$ cat src/sv/uer_pkg.sv
package uer_pkg;

	localparam int TRIG_W    = 10;
	localparam int TIMEOUT_W = 18;
	localparam int HOLD_W    = 20;
	localparam int SPEED_W   = 9;
	localparam int DIST_W    = 16;
	localparam int STATUS_W  = 2;
	localparam int ADDR_W    = 4;
	localparam int DATA_W    = 32;

	localparam int COUNT_WIDTH_DEF = 18;

	localparam logic [TRIG_W-1:0]    TRIG_RST    = TRIG_W'(10);
	localparam logic [TIMEOUT_W-1:0] TIMEOUT_RST = TIMEOUT_W'(100000);
	localparam logic [HOLD_W-1:0]    HOLD_RST    = HOLD_W'(60000);
	localparam logic [SPEED_W-1:0]   SPEED_RST   = SPEED_W'(340);

	localparam logic [DIST_W-1:0] DIST_MAX = DIST_W'(40000);
	localparam int                REM_W    = 11;
	localparam logic [REM_W:0]    DIV_DEN  = (REM_W + 1)'(2000);

	typedef enum logic [1:0] {
		PH_IDLE,
		PH_TRIG,
		PH_WAIT,
		PH_ECHO
	} phase_t;

	typedef enum logic [STATUS_W-1:0] {
		ST_OK,
		ST_TOO_SOON,
		ST_TIMEOUT
	} status_t;

	typedef enum logic [1:0] {
		REG_TRIGGER,
		REG_TIMEOUT,
		REG_HOLDOFF,
		REG_SPEED
	} reg_idx_t;

	typedef struct packed {
		logic [TRIG_W-1:0]    trigger_ticks;
		logic [TIMEOUT_W-1:0] timeout_ticks;
		logic [HOLD_W-1:0]    holdoff_ticks;
		logic [SPEED_W-1:0]   sound_speed;
	} cfg_t;

	typedef struct packed {
		logic                trigger_out;
		logic                busy_res;
		logic                done_res;
		status_t             status;
		logic [DIST_W-1:0]   distance_mm;
	} res_t;

endpackage

$ cat src/sv/uer_regs.sv
module uer_regs
	import uer_pkg::*;
(
	input  logic              clk,
	input  logic              arst_n,
	input  logic              psel,
	input  logic              penable,
	input  logic              pwrite,
	input  logic [ADDR_W-1:0] paddr,
	input  logic [DATA_W-1:0] pwdata,
	output logic [DATA_W-1:0] prdata,
	output cfg_t              cfg
);

	cfg_t     cfg_q;
	reg_idx_t idx;
	logic     wr;

	assign idx = reg_idx_t'(paddr[ADDR_W-1:2]);
	assign wr  = psel & penable & pwrite;

	always_ff @(posedge clk or negedge arst_n) begin
		if (!arst_n) begin
			cfg_q.trigger_ticks <= TRIG_RST;
			cfg_q.timeout_ticks <= TIMEOUT_RST;
			cfg_q.holdoff_ticks <= HOLD_RST;
			cfg_q.sound_speed   <= SPEED_RST;
		end else if (wr) begin
			unique case (idx)
				REG_TRIGGER: cfg_q.trigger_ticks <= pwdata[TRIG_W-1:0];
				REG_TIMEOUT: cfg_q.timeout_ticks <= pwdata[TIMEOUT_W-1:0];
				REG_HOLDOFF: cfg_q.holdoff_ticks <= pwdata[HOLD_W-1:0];
				REG_SPEED:   cfg_q.sound_speed   <= pwdata[SPEED_W-1:0];
				default:     cfg_q <= cfg_q;
			endcase
		end
	end

	always_comb begin
		unique case (idx)
			REG_TRIGGER: prdata = DATA_W'(cfg_q.trigger_ticks);
			REG_TIMEOUT: prdata = DATA_W'(cfg_q.timeout_ticks);
			REG_HOLDOFF: prdata = DATA_W'(cfg_q.holdoff_ticks);
			REG_SPEED:   prdata = DATA_W'(cfg_q.sound_speed);
			default:     prdata = '0;
		endcase
	end

	assign cfg = cfg_q;

endmodule

$ cat src/sv/uer_tick.sv
module uer_tick
	import uer_pkg::*;
#(
	parameter int COUNT_WIDTH = COUNT_WIDTH_DEF
) (
	input  logic clk,
	input  logic arst_n,
	input  logic en,
	input  logic req,
	input  logic echo,
	input  cfg_t cfg,
	output res_t res
);

	localparam int CMP_W = (COUNT_WIDTH > TIMEOUT_W) ? COUNT_WIDTH : TIMEOUT_W;
	localparam logic [COUNT_WIDTH-1:0] CNT_ONE = COUNT_WIDTH'(1);

	phase_t                  phase_q, phase_d;
	logic [COUNT_WIDTH-1:0]  pc_q, pc_d, pc_base, pc_inc;
	logic [COUNT_WIDTH-1:0]  ec_q, ec_d;
	logic [HOLD_W-1:0]       hold_q, hold_d, hold_inc;
	logic                    echo_prev_q;
	logic [REM_W-1:0]        rem_q, rem_d, rem_next;
	logic [DIST_W-1:0]       quo_q, quo_d, quo_next;
	logic [REM_W:0]          rem_sum;
	logic                    rem_wrap, ec_sat;

	logic rise, fall, allowed, start, refuse;
	logic trig_cont, trig_end, in_wait, in_echo, fall_done, timeout;

	assign hold_inc  = (&hold_q) ? hold_q : hold_q + HOLD_W'(1);
	assign rise      = echo & ~echo_prev_q;
	assign fall      = ~echo & echo_prev_q;
	assign allowed   = hold_inc >= cfg.holdoff_ticks;
	assign start     = (phase_q == PH_IDLE) & req & allowed;
	assign refuse    = (phase_q == PH_IDLE) & req & ~allowed;

	assign trig_cont = (phase_q == PH_TRIG) &
		(pc_q < {{(COUNT_WIDTH-TRIG_W){1'b0}}, cfg.trigger_ticks});
	assign trig_end  = (phase_q == PH_TRIG) & ~trig_cont;
	assign in_wait   = (phase_q == PH_WAIT) | trig_end;
	assign in_echo   = (phase_q == PH_ECHO);

	assign pc_base   = trig_end ? '0 : pc_q;
	assign pc_inc    = (&pc_base) ? pc_base : pc_base + CNT_ONE;

	assign fall_done = in_echo & fall;
	assign timeout   = ~fall_done & (in_wait | in_echo) &
		((CMP_W'(pc_inc) >= CMP_W'(cfg.timeout_ticks)) | (&pc_inc));

	// running quotient of echo ticks times speed over the round-trip divisor
	assign ec_sat   = &ec_q;
	assign rem_sum  = {1'b0, rem_q} + (REM_W + 1)'(cfg.sound_speed);
	assign rem_wrap = ~ec_sat & (rem_sum >= DIV_DEN);
	assign rem_next = ec_sat ? rem_q :
		(rem_wrap ? REM_W'(rem_sum - DIV_DEN) : rem_sum[REM_W-1:0]);
	assign quo_next = (rem_wrap && quo_q <= DIST_MAX) ? quo_q + DIST_W'(1) : quo_q;

	always_comb begin
		unique case (phase_q)
			PH_IDLE: phase_d = start ? PH_TRIG : PH_IDLE;
			PH_TRIG: begin
				if (trig_cont)    phase_d = PH_TRIG;
				else if (timeout) phase_d = PH_IDLE;
				else if (rise)    phase_d = PH_ECHO;
				else              phase_d = PH_WAIT;
			end
			PH_WAIT: begin
				if (timeout)   phase_d = PH_IDLE;
				else if (rise) phase_d = PH_ECHO;
				else           phase_d = PH_WAIT;
			end
			PH_ECHO: phase_d = (fall_done | timeout) ? PH_IDLE : PH_ECHO;
			default: phase_d = PH_IDLE;
		endcase
	end

	always_comb begin
		hold_d = start ? '0 : hold_inc;
		if (start)
			pc_d = CNT_ONE;
		else if (phase_q != PH_IDLE)
			pc_d = pc_inc;
		else
			pc_d = pc_q;

		ec_d  = ec_q;
		rem_d = rem_q;
		quo_d = quo_q;
		if (start || (in_wait && rise)) begin
			ec_d  = '0;
			rem_d = '0;
			quo_d = '0;
		end else if (in_echo) begin
			ec_d  = ec_sat ? ec_q : ec_q + CNT_ONE;
			rem_d = rem_next;
			quo_d = quo_next;
		end

		res.trigger_out = start | trig_cont;
		res.busy_res    = (phase_d != PH_IDLE);
		res.done_res    = refuse | fall_done | timeout;
		if (refuse)
			res.status = ST_TOO_SOON;
		else if (timeout)
			res.status = ST_TIMEOUT;
		else
			res.status = ST_OK;
		if (fall_done)
			res.distance_mm = (quo_next > DIST_MAX) ? DIST_MAX : quo_next;
		else
			res.distance_mm = '0;
	end

	always_ff @(posedge clk or negedge arst_n) begin
		if (!arst_n) begin
			phase_q     <= PH_IDLE;
			pc_q        <= '0;
			ec_q        <= '0;
			hold_q      <= '1;
			echo_prev_q <= 1'b0;
			rem_q       <= '0;
			quo_q       <= '0;
		end else if (en) begin
			phase_q     <= phase_d;
			pc_q        <= pc_d;
			ec_q        <= ec_d;
			hold_q      <= hold_d;
			echo_prev_q <= echo;
			rem_q       <= rem_d;
			quo_q       <= quo_d;
		end
	end

endmodule

$ cat src/sv/ultrasonic_echo_ranger.sv
// Pulse-echo range finder. Each input word is one microsecond tick carrying a
// measurement request and the sampled echo level; each tick yields exactly one
// result word (trigger level, busy, done, status, distance). The block takes
// one word per clock while the output is not stalled by out_ready, and each
// word passes through the input register, then the result register, before
// its result appears. Distance is kept as a running quotient updated on every
// echo tick, so no multiplier or divider is used. Registers sit on the APB
// port at byte offsets 0, 4, 8 and 12 and are to be written only while idle.
module ultrasonic_echo_ranger
	import uer_pkg::*;
#(
	parameter int COUNT_WIDTH = COUNT_WIDTH_DEF
) (
	input  logic              clk,
	input  logic              arst_n,
	input  logic              psel,
	input  logic              penable,
	input  logic              pwrite,
	input  logic [ADDR_W-1:0] paddr,
	input  logic [DATA_W-1:0] pwdata,
	output logic [DATA_W-1:0] prdata,
	output logic              pready,
	input  logic              in_valid,
	output logic              in_ready,
	input  logic              start_request,
	input  logic              echo_level,
	output logic              out_valid,
	input  logic              out_ready,
	output logic              trigger_out,
	output logic              busy_res,
	output logic              done_res,
	output logic [STATUS_W-1:0] status,
	output logic [DIST_W-1:0] distance_mm
);

	cfg_t cfg;
	res_t res, res_q;
	logic valid_s1, req_s1, echo_s1;
	logic out_valid_q, advance;

	uer_regs u_regs (
		.clk     (clk),
		.arst_n  (arst_n),
		.psel    (psel),
		.penable (penable),
		.pwrite  (pwrite),
		.paddr   (paddr),
		.pwdata  (pwdata),
		.prdata  (prdata),
		.cfg     (cfg)
	);

	uer_tick #(
		.COUNT_WIDTH (COUNT_WIDTH)
	) u_tick (
		.clk    (clk),
		.arst_n (arst_n),
		.en     (advance),
		.req    (req_s1),
		.echo   (echo_s1),
		.cfg    (cfg),
		.res    (res)
	);

	assign pready   = 1'b1;
	assign advance  = valid_s1 & (~out_valid_q | out_ready);
	assign in_ready = ~valid_s1 | advance;

	always_ff @(posedge clk or negedge arst_n) begin
		if (!arst_n) begin
			valid_s1    <= 1'b0;
			out_valid_q <= 1'b0;
		end else begin
			if (in_valid && in_ready)
				valid_s1 <= 1'b1;
			else if (advance)
				valid_s1 <= 1'b0;
			if (advance)
				out_valid_q <= 1'b1;
			else if (out_ready)
				out_valid_q <= 1'b0;
		end
	end

	always_ff @(posedge clk) begin
		if (in_valid && in_ready) begin
			req_s1  <= start_request;
			echo_s1 <= echo_level;
		end
		if (advance)
			res_q <= res;
	end

	assign out_valid   = out_valid_q;
	assign trigger_out = res_q.trigger_out;
	assign busy_res    = res_q.busy_res;
	assign done_res    = res_q.done_res;
	assign status      = res_q.status;
	assign distance_mm = res_q.distance_mm;

endmodule

$ cat config.mk
export PLATFORM = sky130hd
export DESIGN_NAME = ultrasonic_echo_ranger
export DESIGN_NICKNAME = d
export VERILOG_FILES = /design/src/sv/uer_pkg.sv /design/src/sv/uer_regs.sv /design/src/sv/uer_tick.sv /design/src/sv/ultrasonic_echo_ranger.sv
export SDC_FILE = /design/constraint.sdc
export NUM_CORES = 1
export LEC_CHECK = 0
export ABC_AREA = 1
export BUFFER_PORTS_ARGS = -buffer_cell sky130_fd_sc_hd__buf_2
export CORE_MARGIN = 4
export CORE_UTILIZATION = 55
export DETAILED_ROUTE_END_ITERATION = 16
export GPL_TIMING_DRIVEN = 1
export PLACE_DENSITY_LB_ADDON = 0.2
export SLEW_MARGIN = 10
export SYNTH_ARGS = -nofsm -noshare
export SYNTH_HDL_FRONTEND = slang
export SYNTH_SLANG_ARGS = --single-unit
$ cat constraint.sdc
create_clock -name clk -period 4.8 [get_ports clk]
set_input_delay 0.96 -clock clk [delete_from_list [all_inputs] [get_ports clk]]
set_output_delay 0.96 -clock clk [all_outputs]
set_load 0.02 [all_outputs]
* After elaboration in Yosys (flattened, before gate mapping) *
Index checks and enable logic that the tools add are counted.

cells by class
  add/subtract/negate cells = 6
  $lt $le $gt $ge = 6
  equal/unequal tests = 7
  muxes and demuxes = 29
  bitwise operators = 31
  reduce and logical (&&, ||, !) cells = 24

operators with widths
  cell                                                                                    count
  32-bit one-hot mux with 4 select lines                                                  1
  18-bit 2-to-1 mux                                                                       7
  16-bit 2-to-1 mux                                                                       4
  18-bit AND reduction                                                                    3
  11-bit 2-to-1 mux                                                                       4
  20-bit 2-to-1 mux                                                                       2
  18-bit by 1-bit adder with 18-bit output (second input constant)                        2
  20-bit by 1-bit adder with 20-bit output (second input constant)                        1
  20-bit greater-or-equal comparator                                                      1
  20-bit AND reduction                                                                    1
  18-bit greater-or-equal comparator                                                      1
  18-bit by 10-bit less-than comparator with 1-bit output                                 1
  16-bit by 1-bit adder with 16-bit output (second input constant)                        1
  16-bit greater-than comparator (second input constant)                                  1
  16-bit less-or-equal comparator (second input constant)                                 1
  1-bit AND                                                                               14
  11-bit by 9-bit adder with 12-bit output                                                1
  12-bit by 11-bit greater-or-equal comparator with 1-bit output (second input constant)  1
  2-bit AND reduction                                                                     6
  2-bit nonzero test                                                                      6
  11-bit subtractor (second input constant)                                               1
  1-bit bitwise OR                                                                        9
  2-bit equality test (second input constant)                                             4
  2-bit 2-to-1 mux                                                                        4
  other kinds (10)                                                                        26

storage, ports and cells
  register bits = 168
  input port bits = 45
  output and inout bits = 56

* Longest topological paths before layout *
Gate-level depths: netlist of the first run.

  depth in word-level cells = 14
  gate-level depth with buffers = 39
  depth with buffers taken out = 37

* By module *
A second synthesis of the first run with hierarchy kept.

second synthesis, totals
  cells, all modules = 1484
  area total of the unflattened synthesis = 11088.1 sq um

modules (own cells, without submodules)
  module                  instances  cells each  area an instance (sq um)  seq. area each (sq um)
  uer_tick                1          1094        7541.0                    2177.1
  uer_regs                1          353         2750.1                    1450.1
  ultrasonic_echo_ranger  1          37          797.0                     740.7

* Worst setup path before layout of the first run *
No wires, ideal clock.

  kind = register to register
  start point = register u_regs.cfg_q, in the netlist u_regs.cfg[50]
  end point = register u_tick.phase_q[0]
  arrival time = 4.488 ns
  required time = 4.732 ns
  slack = 0.245 ns
  cell stages (with the launch flop) = 39
  buffers on the path = 2
  period minus slack after synthesis = 4.555 ns
  path through = dfstp_2 > inv_1 > ha_1 > nand2_1 > nand2_1 > nand2_1 > nand2_1 > nand3_1 > nand3_1 > nand2_2 > buf_2 > buf_2 > nand2_1 > inv_1 > ha_1 > nand2_1 > inv_1 > nand3_1 > [3 not listed] > nand3b_1 > nand2_1 > ha_1 > o21ai_0 > a21oi_1 > nor2_1 > o221ai_1 > nand4_1 > nand2_1 > nand3_1 > a21oi_1 > a211oi_1 > nand2_1 > nand2_1 > nand2_1 > nand2_1 > nand2_1 > nand2_1

on the way
  cells in the longest elaborated chain, start to end = 13

ends and longest elaborated chain
  what                                                                                     line                            text
  start, declared                                                                          uer_regs.sv:15                  cfg_t cfg_q;
  start signal, assigned                                                                   uer_regs.sv:34                  default: cfg_q <= cfg_q;
  18-bit by 10-bit less-than comparator with 1-bit output *                                uer_tick.sv:39                  (pc_q < {{(COUNT_WIDTH-TRIG_W){1'b0}}, cfg.trigger_ticks});
  1-bit AND *                                                                              uer_tick.sv:38                  assign trig_cont = (phase_q == PH_TRIG) &
  1-bit NOT                                                                                uer_tick.sv:40                  assign trig_end = (phase_q == PH_TRIG) & ~trig_cont;
  1-bit AND                                                                                uer_tick.sv:40
  18-bit 2-to-1 mux                                                                        uer_tick.sv:44                  assign pc_base = trig_end ? '0 : pc_q;
  18-bit by 1-bit adder with 18-bit output / 18-bit AND reduction (equally long branches)  uer_tick.sv:45                  assign pc_inc = (&pc_base) ? pc_base : pc_base + CNT_ONE;
  18-bit 2-to-1 mux                                                                        uer_tick.sv:45
  18-bit greater-or-equal comparator / 18-bit AND reduction (equally long branches)        uer_tick.sv:49                  ((CMP_W'(pc_inc) >= CMP_W'(cfg.timeout_ticks)) | (&pc_inc));
  1-bit bitwise OR                                                                         uer_tick.sv:49
  1-bit AND                                                                                uer_tick.sv:48                  assign timeout = ~fall_done & (in_wait | in_echo) &
  1-bit bitwise OR / 2-bit 2-to-1 mux (equally long branches)                              uer_tick.sv:73, uer_tick.sv:69
  2-bit 2-to-1 mux (on tied branches)                                                      uer_tick.sv:73, uer_tick.sv:63
  2-bit one-hot mux with 4 select lines *                                                  uer_tick.sv:60                  unique case (phase_q)
  end signal, assigned                                                                     uer_tick.sv:125                 phase_q <= phase_d;
  end, declared                                                                            uer_tick.sv:18                  phase_t phase_q, phase_d;

Every way passes the cells marked *; elsewhere a longest branch is shown, timed or not.
A chain may end at the register's enable or synchronous reset.

==> results.txt, run 1 <==
* Power Density: 469 nW/um2
* Crit path largest cell delay: 0.44 ns
- Data on the critical path arrives at its endpoint at 4.72 ns.
* Number of antenna violations at the first check in global routing: 0
- Area Growth Syn to Fin: 14.4%
- Max-Cap Viols: 0
* Worst skew pair latency: 0.43 ns
- Summing the areas of all compound-gate instances in the mapped netlist gives 11.8% of the synthesized area.
- Synthesis produced a netlist whose cell count is 1443.
- Cell with the biggest individual delay on the critical path: dfrtp_1
* Hold WC Path Type: reg -> reg
* TritonCTS clock tree: done
* Mean post-synth cell area: 7.54 um2
- Counting instances, the worst hold path has a depth of 2.
- Row generation in the floorplan step produced 51 rows.
* Commonest non-fill, non-tap cell in the layout: nand2_1
- Dividing the final minimum period by the clock period gives approximately 95%.
* Commonest cells after routing, fill and taps aside: nand2_1, inv_1, o21ai_0, dfrtp_1, nor2_1
- Power share of the sequential group: 36.4%
- Via density: around 5.4
- The critical path in this run is classified as reg -> reg.
* Portion of netlist area occupied by mux cells: 0%
- In the routed design, unresolved DRC markers number 0.
* Startpoint of the most critical register-to-register path: u_tick.pc_q[11]
* Combinational family with the most area after synthesis: simple AND/OR/NAND/NOR gates
- For this run, the number of Yosys warnings is 0.
* Fraction of power spent switching nets: 41.0%
- Post-Syn Area: about 11000 um2
- Adder-cell area share of the yosys netlist: ~7.4%
- 0 antenna diodes ended up in the layout.
- Number of enable-type register cells in the synthesized netlist: 23
- In the global route stage, overall resource usage came out at 24.5%.
* Worst Min Path Start: u_regs.cfg[13]
- Counting every sink on the clock net gives 168.
* Worst-margin pin slew: 1.15 ns
- WL/cell: 14.9 um
- R2r setup slk: between 0.2 and 0.3 ns
- Data on the critical path is required at its endpoint by 4.97 ns.
- The routed design could run at a clock period as short as roughly 4.5 ns.
* Last weighted congestion value of the routability-driven placer: 0.899
- The post-route netlist has between 10% and 20% of its cells at a drive strength greater than 1.
- Measured along the y axis, the die boundary spans 149 um.
* Layout net count: 1648
* I/O Buffers: 73
- Setup repair after global routing could not meet its margin everywhere.
- The first global-routing pass estimated 43.7 mm of wire.
- The total count of max-transition violations in the final report came to 0.
* Destination of the critical timing path: busy_res
- The first routing iteration left 740 violations.
- Remaining global-route overflow: 0
- Summed over all cells, the static leakage comes to between 6 and 7 nW.
- Peak fanout along the critical path: 5
- Startpoint type of the worst setup path: register
- The flow ran to the end, and the final reports show no timing, DRC or antenna violations.
* Part of the power in combinational logic: between 40% and 50%
- Psw: 0.00240 W
* Core Area: 19500 um2
* Sort of element at the end of the critical path: register
* Final design instance area without fill: roughly 12000 um2
- Crit path launch: u_tick.pc_q[11]
* Unique masters post-synth: 53
- Post-Synth XOR/XNOR Area: 4.17%
- Clock Pin Slew Worst Setup and Hold Paths: 0.07 ns
- Seq cells post-synth: about 170
- The tree is rooted in a clkbuf_16.
- Max clock buf depth: 2
- Once detail routing completed, the nets flagged for antenna violations numbered 0.
- Summing the sequential cell areas from Yosys gives 40.1% of the chip area.
* Final number of setup-violating endpoints: 0
* Initial cell density of the core: 55.9%
- Count of placed standard cells in the final layout, fillers left out: ~1800
- Hold repair after CTS inserted 0 buffers.
- The die covers ~22000 um2.
* Share of async-settable or async-resettable flops after synthesis: approximately 86%
- 101 I/O pins were placed.
- Summed over all nets, the half-perimeter wirelength after detailed placement is 19.7 mm.
* Max-slew headroom: 23.4%
- The final hold violation count is 0.
* RR Endpoint: busy_res
- The first TritonRoute pass finished after 6 iterations.
- The clock network accounts for 23.1% of the total power.
- Number of cells after detailed placement: 1775
* Top achievable clock speed: 220 MHz
- The internal power of the cells totals 0.00344 W.
- IR analysis of the VDD net gives a maximum drop of 0.000311 V.
* Cell area after placement: 11600 um2
- The routed layout has 9770 vias.
* Number of H-tree levels: 4
* Layout Skew: 0.0106 ns
- Post-synthesis simple-gate area fraction: 26.0%
* Length in cells of the worst reg-to-reg path: 34
* X dimension of the die: between 100 and 150 um
* Largest net degree at the start of global routing: 100
- Dominant synthesized flop cell: dfrtp_1
* Clock buffer count from CTS: 17
* DRT Wirelength: 27.1 mm
- The via count of the first global-routing pass was 8935.
## stage by stage
stage          util [%]  worst slack (ns)  hold slack, ns  power (W)  TNS [ns]
5_1_grt            64.0           -0.0704           0.504    0.00629    -0.171
3_5_place_dp       59.6           -0.0129           0.473    0.00436   -0.0129
4_1_cts            62.6           0.00708           0.488    0.00574         0
3_3_place_gp       59.6            0.0315           0.465    0.00429         0
2_1_floorplan         -             0.245           0.450    0.00372         0
6_report           64.0             0.254           0.488    0.00584         0
## worst max-delay path, delay by kind of cell (launching register included)
family | cells | cell delay (ns)
adders and majority gates | 2 | 0.46
AOI/OAI and AO/OA | 5 | 0.68
buffers and inverters | 4 | 0.35
DFF | 1 | 0.44
and+or+nand+nor | 23 | 2.35
## synth_stat cells, types with 2 or more instances
master / n / area [um2]
buf_6: 3 / 33.8
nand3_2: 2 / 20.0
o21ai_1: 6 / 30.0
nand2_2: 11 / 68.8
a21oi_1: 37 / 185
nand3b_1: 2 / 15.0
nor2_1: 110 / 413
inv_1: 220 / 826
a211oi_1: 8 / 60.1
o21ai_2: 2 / 17.5
a32o_1: 2 / 20.0
o21bai_1: 3 / 22.5
nor3_1: 25 / 125
clkinv_1: 5 / 18.8
nor2_2: 16 / 100
nand4_1: 31 / 194
o22ai_1: 28 / 175
o221ai_1: 2 / 17.5
or2_2: 2 / 12.5
dfrtp_1: 106 / 2650
o21ai_0: 118 / 591
nand3_1: 81 / 405
ha_1: 63 / 788
conb_1: 2 / 7.51
a22o_1: 2 / 17.5
clkbuf_1: 26 / 97.6
nand2_1: 357 / 1340
xor2_1: 42 / 368
nor4_1: 9 / 56.3
o31ai_1: 3 / 22.5
o2111ai_1: 8 / 70.1
xnor2_1: 8 / 70.1
nor3_2: 3 / 30.0
edfxtp_1: 23 / 691
buf_2: 4 / 20.0
dfstp_2: 39 / 1020
buf_1: 2 / 7.51
buf_4: 14 / 105
inv_2: 4 / 15.0
## state kept, by name (all words and copies together), names as in the netlist, 2 cells and up
name / cells
distance_mm: 16
u_tick.phase_q: 2
u_tick.rem_q: 11
u_regs.cfg: 57
u_tick.quo_q: 16
status: 2
u_tick.hold_q: 20
u_tick.ec_q: 18
u_tick.pc_q: 18
## cell type report
type	count	area (um2)
repair inverters	1	7.51
fillers	1687	7010
repair buffers	114	683
multi-input cells	1008	5630
well taps	265	332
clock inverters	12	126
flip-flops and latches	168	4370
clock buffers	20	437
inverters	229	866
## routing by layer
metal	vias to the layer above	GRT usage [%]	part of all wire [%]
met2	304	37.4	44
li1	4865	-	-
met5	-	0	0
met1	4551	36.4	47
met3	50	3.81	6.2
met4	0	6.79	2.0
## what timing repair did
action / 4_1_cts / 5_1_grt
setup buffers: 0 / 9
cloned: 0 / 1
endpoints found under the setup margin: 25 / 80
gates resized for setup: 5 / 51
pin swaps: 0 / 19
## power groups by stage
stage / sequential, W / combinational (W) / clock [W]
after floorplan: 0.00210 / 0.00161 / 0
after global placement: 0.00213 / 0.00216 / 0
after detailed placement: 0.00214 / 0.00222 / 0
after CTS: 0.00212 / 0.00226 / 0.00136
after global routing: 0.00217 / 0.00270 / 0.00143
final: 0.00213 / 0.00237 / 0.00135
## worst min path at each step
stage / endpoint / slack, ns
3_3_place_gp: u_regs.cfg[13] / 0.47
2_1_floorplan: u_tick.rem_q[4] / 0.45
4_1_cts: u_regs.cfg[13] / 0.49
3_5_place_dp: u_regs.cfg[13] / 0.47
5_1_grt: u_regs.cfg[12] / 0.50
6_report: u_regs.cfg[13] / 0.49
## logic make-up after synthesis
| group | Yosys count |
|---|---|
| AO/OA/AOI/OAI | 226 |
| adder cells (fa/ha/maj) | 64 |
| XOR/XNOR | 51 |
| buffers and inverters | 278 |
| AND/OR/NAND/NOR | 654 |
| other | 2 |
| flip-flops | 168 |
No activity file was read; power rests on OpenSTA's default activity.
==> run 2: changes to the inputs <==
--- a/config.mk
+++ b/config.mk
@@ -8,7 +8,7 @@
 export ABC_AREA = 1
 export BUFFER_PORTS_ARGS = -buffer_cell sky130_fd_sc_hd__buf_2
 export CORE_MARGIN = 4
-export CORE_UTILIZATION = 55
+export CORE_UTILIZATION = 45
 export DETAILED_ROUTE_END_ITERATION = 16
 export GPL_TIMING_DRIVEN = 1
 export PLACE_DENSITY_LB_ADDON = 0.2
==> run 2 against run 1 <==
  * Worst hold slack got worse by 0.00053 ns
  * Critical path depth unchanged
  * Fmax increased by 0.26%
  * Clock skew increased by 0.0024 ns
  * Routed wire length increased by 2.1%
  * Flip-flop and latch count unchanged
  * Total power increased by 0.46%
  * Register-to-register slack about the same
  * Critical endpoint unchanged
  * Largest cell class unchanged
==> results.txt, run 2 (synthesized netlist as in run 1, its figures left out) <==
- In this run the worst path has a maximum fanout of 4.
- Worst skew pair latency: ~0.43 ns
- In this run the critical register-to-register path is launched from u_regs.cfg[48].
- Layout Skew: 0.0130 ns
- First-pass GRT wire length: 45.6 mm
- Startpoint type of the worst setup path: register
- The floorplan has 56 rows.
- Dividing the detail-routed wire length by the instance count gives 14.8 um.
- For this run, the post-layout net count is 1649.
- Vias in the first global route: 9077
- For this design the ratio of total power to cell area is between 400 and 500 nW/um2.
- The number of placed instances, taps included, is approximately 1800.
- The number of cells on the worst reg-to-reg path is 34.
* Clock sink count: 168
* Number of max-slew violations in the final report: 0
- Compared with the post-synthesis result, the final layout area differs by 15.2%.
- R2r setup slk: 0.27 ns
* Worst-margin pin slew: 1.16 ns
- Remaining global-route overflow: 0
- Commonest non-fill, non-tap cell in the layout: nand2_1
* Worst EP required: just under 5 ns
- Total of fill cells in the finished design: 2324
* Die Height: 164 um
- Final number of setup-violating endpoints: 0
* Total vias in the final route: 9618
* Clock buffer count from CTS: 17
* Total power after layout: between 0.005 and 0.006 W
- The worst hold path passes through 2 cells.
* ANT cells: 0
* Number of antenna violations at the first check in global routing: 0
- The number of buffers and inverters on the critical path is 5.
* Number of flip-flops under the largest register name: 57
- Worst VDD drop: 0.000190 V
* Number of H-tree levels: 4
- Among the stages of the critical path, the cell type that occurs most often is nand2_2.
- Leaving out fill and tap cells, the most frequent cells in the layout are nand2_1, inv_1, o21ai_0, dfrtp_1, nor2_1.
* Count of placed standard cells in the final layout, fillers left out: 1872
* Cell with the biggest individual delay on the critical path: dfstp_2
* DRT Wirelength: 27.7 mm
- For this design the static power due to leakage is 6.02 nW.
- The final hold violation count came to 0.
- Result of the run: finished clean
- The largest single stage delay on the critical path is 0.55 ns.
- The first TritonRoute pass finished after 5 iterations.
- The detail route stage leaves a number of antenna-violating nets equal to 0.
- Core Area: between 20000 and 25000 um2
* Largest net degree at the start of global routing: between 90 and 100
- Total routing usage reported by global routing: 21.1%
- TritonCTS clock tree: done
- Share of the clock period used by the worst path: 94.5%
* Count of unresolved DRC violations after routing: 0
- Initial cell density of the core: 46.1%
* End point of the worst hold path: u_regs.cfg[12]
* I/O Buffers: 73
- DP HPWL: 20.6 mm
- Hold Buf Count CTS: 0
- Worst path arrival time: 4.71 ns
- The worst setup path is captured at a register.
* Max-Cap Viols: 0
- The critical path is of the reg -> reg type.
- For this block, the initial DRC count from the detailed router was ~690.
* Via density: 5.14
* Last weighted congestion value of the routability-driven placer: ~0.85
- RR Endpoint: busy_res
- Hold WC Path Type: reg -> reg
- The die is approximately 160 um wide.
- The die covers 26700 um2.
- Root buf cell: clkbuf_16
- The worst pin sits at a relative slew slack of 22.4%.
- The smallest clock period supported by the final layout is computed as 4.53 ns.
- I/O pin count: 101
* Share of final-layout standard cells stronger than drive strength 1: 17.5%
- Clock Pin Slew Worst Setup and Hold Paths: roughly 0.07 ns
* Worst Min Path Start: u_regs.cfg[12]
- The longest clock path from root to sink contains 2 buffers.
* Gate family responsible for the most delay along the worst path: simple AND/OR/NAND/NOR gates
- Top achievable clock speed: roughly 220 MHz
[run 2: where the power goes]
| part | internal [W] | switching [W] | leakage [nW] | total (W) |
|---|---|---|---|---|
| logic | 0.000844 | 0.00153 | 3.72 | 0.00237 |
| registers | 0.00185 | 0.000273 | 2.02 | 0.00213 |
| clock network | 0.000803 | 0.000565 | 0.284 | 0.00137 |
| total | 0.00350 | 0.00237 | 6.02 | 0.00587 |
[run 2: how the worst max path moves through the flow]
stage,depth (start not counted),start,slack (ns),to
3_3_place_gp,36,u_regs.cfg[50],-0.05,u_tick.phase_q[0]
5_1_grt,34,u_regs.cfg[56],-0.05,busy_res
4_1_cts,36,u_regs.cfg[50],0.01,busy_res
6_report,34,u_regs.cfg[48],0.27,busy_res
2_1_floorplan,38,u_regs.cfg[50],0.24,u_tick.phase_q[0]
3_5_place_dp,36,u_regs.cfg[50],-0.05,busy_res
[run 2: final cells by class]
class                      count  area (um2)  share of cell area [%]
clock buffer                  25         518                    4.13
clock inverter                 7        66.3                   0.529
inverter                     229         866                    6.90
multi-input combinational   1009        5630                    44.9
sequential                   168        4370                    34.8
tap                          319         399                    3.18
timing repair buffer         115         694                    5.54
[run 2: stage by stage]
step	hold WS, ns	cell area [um2]	util (%)	setup slack [ns]	setup TNS (ns)
2_1_floorplan	0.450	10900	-	0.245	0
3_3_place_gp	0.468	11700	49.6	-0.0477	-0.111
3_5_place_dp	0.473	11700	49.6	-0.0482	-0.0767
4_1_cts	0.489	12300	52.1	0.0125	0
5_1_grt	0.500	12500	53.1	-0.0517	-0.277
6_report	0.487	12500	53.1	0.266	0
[run 2: what timing repair did]
| action | CTS | global route |
|---|---|---|
| cloned | 0 | 1 |
| pin swaps | 0 | 19 |
| buffers inserted | 0 | 5 |
| setup endpoints to repair | 12 | 88 |
| gates resized for setup | 4 | 45 |
| hold endpoints to repair | 0 | 0 |
[run 2: routing by layer]
| metal | vias to the layer above | global-route usage (%) | wire (um) |
|---|---|---|---|
| li1 | 4869 | - | - |
| met1 | 4503 | 30.7 | 13600 |
| met2 | 217 | 32.9 | 12300 |
| met3 | 29 | 3.15 | 1280 |
| met4 | 0 | 5.99 | 466 |
| met5 | - | 0 | 0 |
[run 2: tightest hold or removal path, delay by kind of cell (launching register included)]
family | cells | cell delay (ns)
and+or+nand+nor | 1 | 0.05
DFF | 1 | 0.34
AOI/OAI and AO/OA | 1 | 0.06
==> run 3: changes to the inputs <==
--- a/config.mk
+++ b/config.mk
@@ -5,8 +5,8 @@
 export SDC_FILE = /design/constraint.sdc
 export NUM_CORES = 1
 export LEC_CHECK = 0
-export ABC_AREA = 1
 export BUFFER_PORTS_ARGS = -buffer_cell sky130_fd_sc_hd__buf_2
+export CAP_MARGIN = 20
 export CORE_MARGIN = 4
 export CORE_UTILIZATION = 45
 export DETAILED_ROUTE_END_ITERATION = 16
==> run 3 against run 2 <==
  * Routed wire length grew 1.2%
  * Area after synthesis is 0.39% lower
  * Worst setup slack got worse by 0.19 ns
  * Final area fell by 0.74%
  * First-iteration DRC count is 7.7% lower
  * Critical path type unchanged
  * Largest cell class unchanged
==> results.txt, run 3 <==
- Final number of setup-violating endpoints: 0
- Part of the power in the clock network: 33.4%
* X dimension of the die: 163 um
* Number of flip-flops under the largest register name: 57
* Worst Slack Setup Final: 0.0757 ns
- Yosys Warn Count: 0
* Worst EP required: 4.98 ns
- The detailed router finished its first iteration with 632 violations.
* Destination of the critical timing path: done_res
* Fraction of the yosys area taken by sequential cells: 40.3%
- Number of enable-type register cells in the synthesized netlist: 23
- Leaving out fill and tap cells, the most frequent cells in the layout are nand2_1, dfrtp_1, o21ai_0, nor2_1, buf_2.
* Result of the run: finished clean
- Area Growth Syn to Fin: 14.8%
- Number of detailed-route iterations in the first pass: 5
* Instance count along the most critical hold path: 2
- Layout Skew: between 0.01 and 0.015 ns
- Met3 Resource Use GR: about 3%
- Clock-pin slew was measured on the worst setup and hold paths at about 0.07 ns.
- Crit path largest cell delay: 0.40 ns
* Number of buffer and inverter instances along the worst setup path: 1
* R2r setup slk: 0.08 ns
* Cell row count: 56
- Clock buffer count from CTS: 17
* Max-slew headroom: between 30% and 40%
* Length in cells of the worst reg-to-reg path: 23
- The clock tree synthesis step divided the H-tree into 4 levels.
- In this run the most used layer during global routing was met2.
* DP HPWL: around 20 mm
- Fraction of power spent switching nets: 32.0%
- The die is 163 um tall.
- The worst register-to-register path ends at done_res.
- After global routing the overflow that remains totals 0.
* ANT cells: 0
- For this run, the share of the core covered by cells in the final layout is around 53%.
- Dividing the final minimum period by the clock period gives 98.4%.
* Part of the power in combinational logic: 24.0%
* Largest net degree at the start of global routing: 98
- Power share of the sequential group: 42.6%
- Instance count of the mapped netlist: roughly 1200
- In this run the mean area of a mapped cell was 9.16 um2.
- Cell seen most often among critical-path stages: a21o_1
* Area taken by flip-flops and latches: 4370 um2
* Cell with the biggest individual delay on the critical path: a2111oi_4
- Crit path launch: u_regs.cfg[54]
- The routed design has 28.0 mm of wire.
- Seq cells post-synth: 168
* Leakage power: 5.43 nW
* Total vias in the final route: 8936
- Via density: 5.61
- TritonCTS built the clock tree.
- Psw: 0.00134 W
* Fin crit period: 4.72 ns
- Of all flip-flops after synthesis, the portion carrying an async set or reset was 86.3%.
- I/O pin count: 101
- Met1 track utilization from global routing: 29.2%
* Power Density: 337 nW/um2
* Hold Violations, Final: 0
* Root buf cell: clkbuf_16
- Number of max-slew violations in the final report: 0
- Minimum setup slack after placement: -0.000636 ns
- The clock passes through at most 2 buffers.
* Initial cell density of the core: 45.9%
- Global routing consumed, on the met2 layer, 35.7% of the routing resources.
- Adding up every negative setup slack in the final design gives 0 ns.
* Top achievable clock speed: 212 MHz
* Layout net count: 1370
* Multi-input gate area: slightly above 6000 um2
* Peak fanout along the critical path: 6
- The die covers 26600 um2.
- At the end of routability-driven placement, the weighted congestion stood at 0.843.
- Fill cells in the final layout number 2196.
* Critical Setup Path Class: reg -> reg
- Vias in the first global route: a little under 9000
* Int Power: 0.00285 W
- At the pin with the least slew margin, the transition time is between 1 and 1.5 ns.
* Dominant synthesized flop cell: dfrtp_1
* Share of the synthesized area in the top cell type: 24.5%
- Commonest non-fill, non-tap cell in the layout: nand2_1
- First-pass GRT wire length: 45.5 mm
* Count of unresolved DRC violations after routing: 0
* Max-Cap Viols: 0
* Share of final-layout standard cells stronger than drive strength 1: around a fifth
- Hold WC Path Type: reg -> reg
* I/O Buffers: between 70 and 80
- STA puts the critical path data arrival time at 4.90 ns.
* Total routing usage reported by global routing: roughly a fifth
* Critical path depth in cells: 23
- After synthesis the cells add up to 10800 um2.
* Number of antenna violations at the first check in global routing: 0
- The worst-case IR drop observed on VDD is 0.000211 V.
* WL/cell: 17.6 um
- The clock drives 168 sinks.
* Gate family responsible for the most delay along the worst path: compound AO/OA/AOI/OAI gates
* Core Area: 23600 um2
- The detail route stage leaves a number of antenna-violating nets equal to 0.
- After synthesis, the netlist uses 76 different library cells.
* Startpoint of the most critical register-to-register path: u_regs.cfg[54]
- Sort of element at the end of the critical path: register
- Chain of cells forming the critical path: inv_1, ha_1, a21o_1, a21o_1, a211oi_4, o2bb2ai_4, nor2_4, ha_4, nand2_4, nor2_4, o21ai_4, xnor2_2, ha_1, nand2b_1, a21o_1, a21o_1, a21o_1, a2111oi_4, o21ai_1, a31o_2, a31o_4, nor2_2, o22ai_1
- The biggest area contributor in the post-synthesis netlist is dfrtp_1.
- Startpoint type of the worst setup path: register
- Cell types occupying the most area after synthesis: dfrtp_1, dfstp_2, ha_1, edfxtp_1, o21ai_0
- Worst skew pair latency: 0.43 ns
- Setup repair after global routing could not meet its margin everywhere.
- The commonest cells after synthesis are nand2_1, o21ai_0, dfrtp_1.
- In the post-synthesis netlist, the cell with the most instances is nand2_1.
[run 3: kinds of logic after synthesis]
| kind of cell | share of synthesized area [%] |
|---|---|
| AO/OA/AOI/OAI | 18.1 |
| XOR/XNOR | 5.33 |
| adder cells (fa/ha/maj) | 7.46 |
| buffers and inverters | 5.49 |
| flip-flops | 40.3 |
| multiplexers | 4.90 |
| other | 0.0693 |
| AND/OR/NAND/NOR | 18.4 |
[run 3: per-layer routing]
metal	wire length, um	part of all wire (%)	vias up
met5	0	0	-
met4	509	1.8	0
met3	899	3.2	27
met2	13500	48	179
met1	13100	47	4341
li1	-	-	4389
[run 3: repair_timing]
| action | in CTS | in global routing |
|---|---|---|
| cloned | 0 | 0 |
| buffers inserted | 0 | 4 |
| gates resized for setup | 1 | 9 |
| setup endpoints to repair | 2 | 10 |
| hold buffers | 0 | 0 |
| pin swaps | 0 | 4 |
[run 3: power groups by stage]
| stage | Clock [W] | Combinational [W] | Sequential, W |
|---|---|---|---|
| CTS | 0.00143 | 0.00100 | 0.00179 |
| floorplan | 0 | 0.000685 | 0.00178 |
| detailed placement | 0 | 0.000986 | 0.00181 |
| global route | 0.00148 | 0.00113 | 0.00181 |
| finish | 0.00140 | 0.00101 | 0.00179 |
| global placement | 0 | 0.000971 | 0.00181 |
[run 3: area by class of cell]
class,count,area share [%]
clock buffer,20,3.59
clock inverter,12,1.14
inverter,71,2.14
multi-input combinational,882,49.0
sequential,168,35.1
tap,319,3.21
timing repair buffer,121,5.88
[run 3: worst register-to-register path, delay by kind of cell (launching register included)]
| kind | cells | cell delay (ns) |
|---|---|---|
| compound gates | 13 | 2.59 |
| xor+xnor | 1 | 0.17 |
| buf+inv | 1 | 0.05 |
| simple gates | 5 | 0.56 |
| flops | 1 | 0.36 |
| fa+ha+maj | 3 | 0.72 |
[run 3: through the flow]
step,hold WS (ns),instances,cell area (um2),total power [W]
5_1_grt,0.515,1593,12400,0.00442
2_1_floorplan,0.447,1194,11000,0.00246
3_5_place_dp,0.478,1557,11800,0.00280
6_report,0.484,1593,12400,0.00419
4_1_cts,0.485,1589,12400,0.00422
3_3_place_gp,0.465,1557,11800,0.00278
[run 3: how the worst min path moves through the flow]
stage                           start                  to  slack (ns)
floorplan                     echo_s1  u_tick.echo_prev_q        0.45
global placement     u_tick.hold_q[4]    u_tick.hold_q[4]        0.46
detailed placement  u_tick.hold_q[17]   u_tick.hold_q[17]        0.48
CTS                 u_tick.hold_q[17]   u_tick.hold_q[17]        0.49
global route        u_tick.hold_q[17]   u_tick.hold_q[17]        0.52
finish              u_tick.hold_q[17]   u_tick.hold_q[17]        0.48
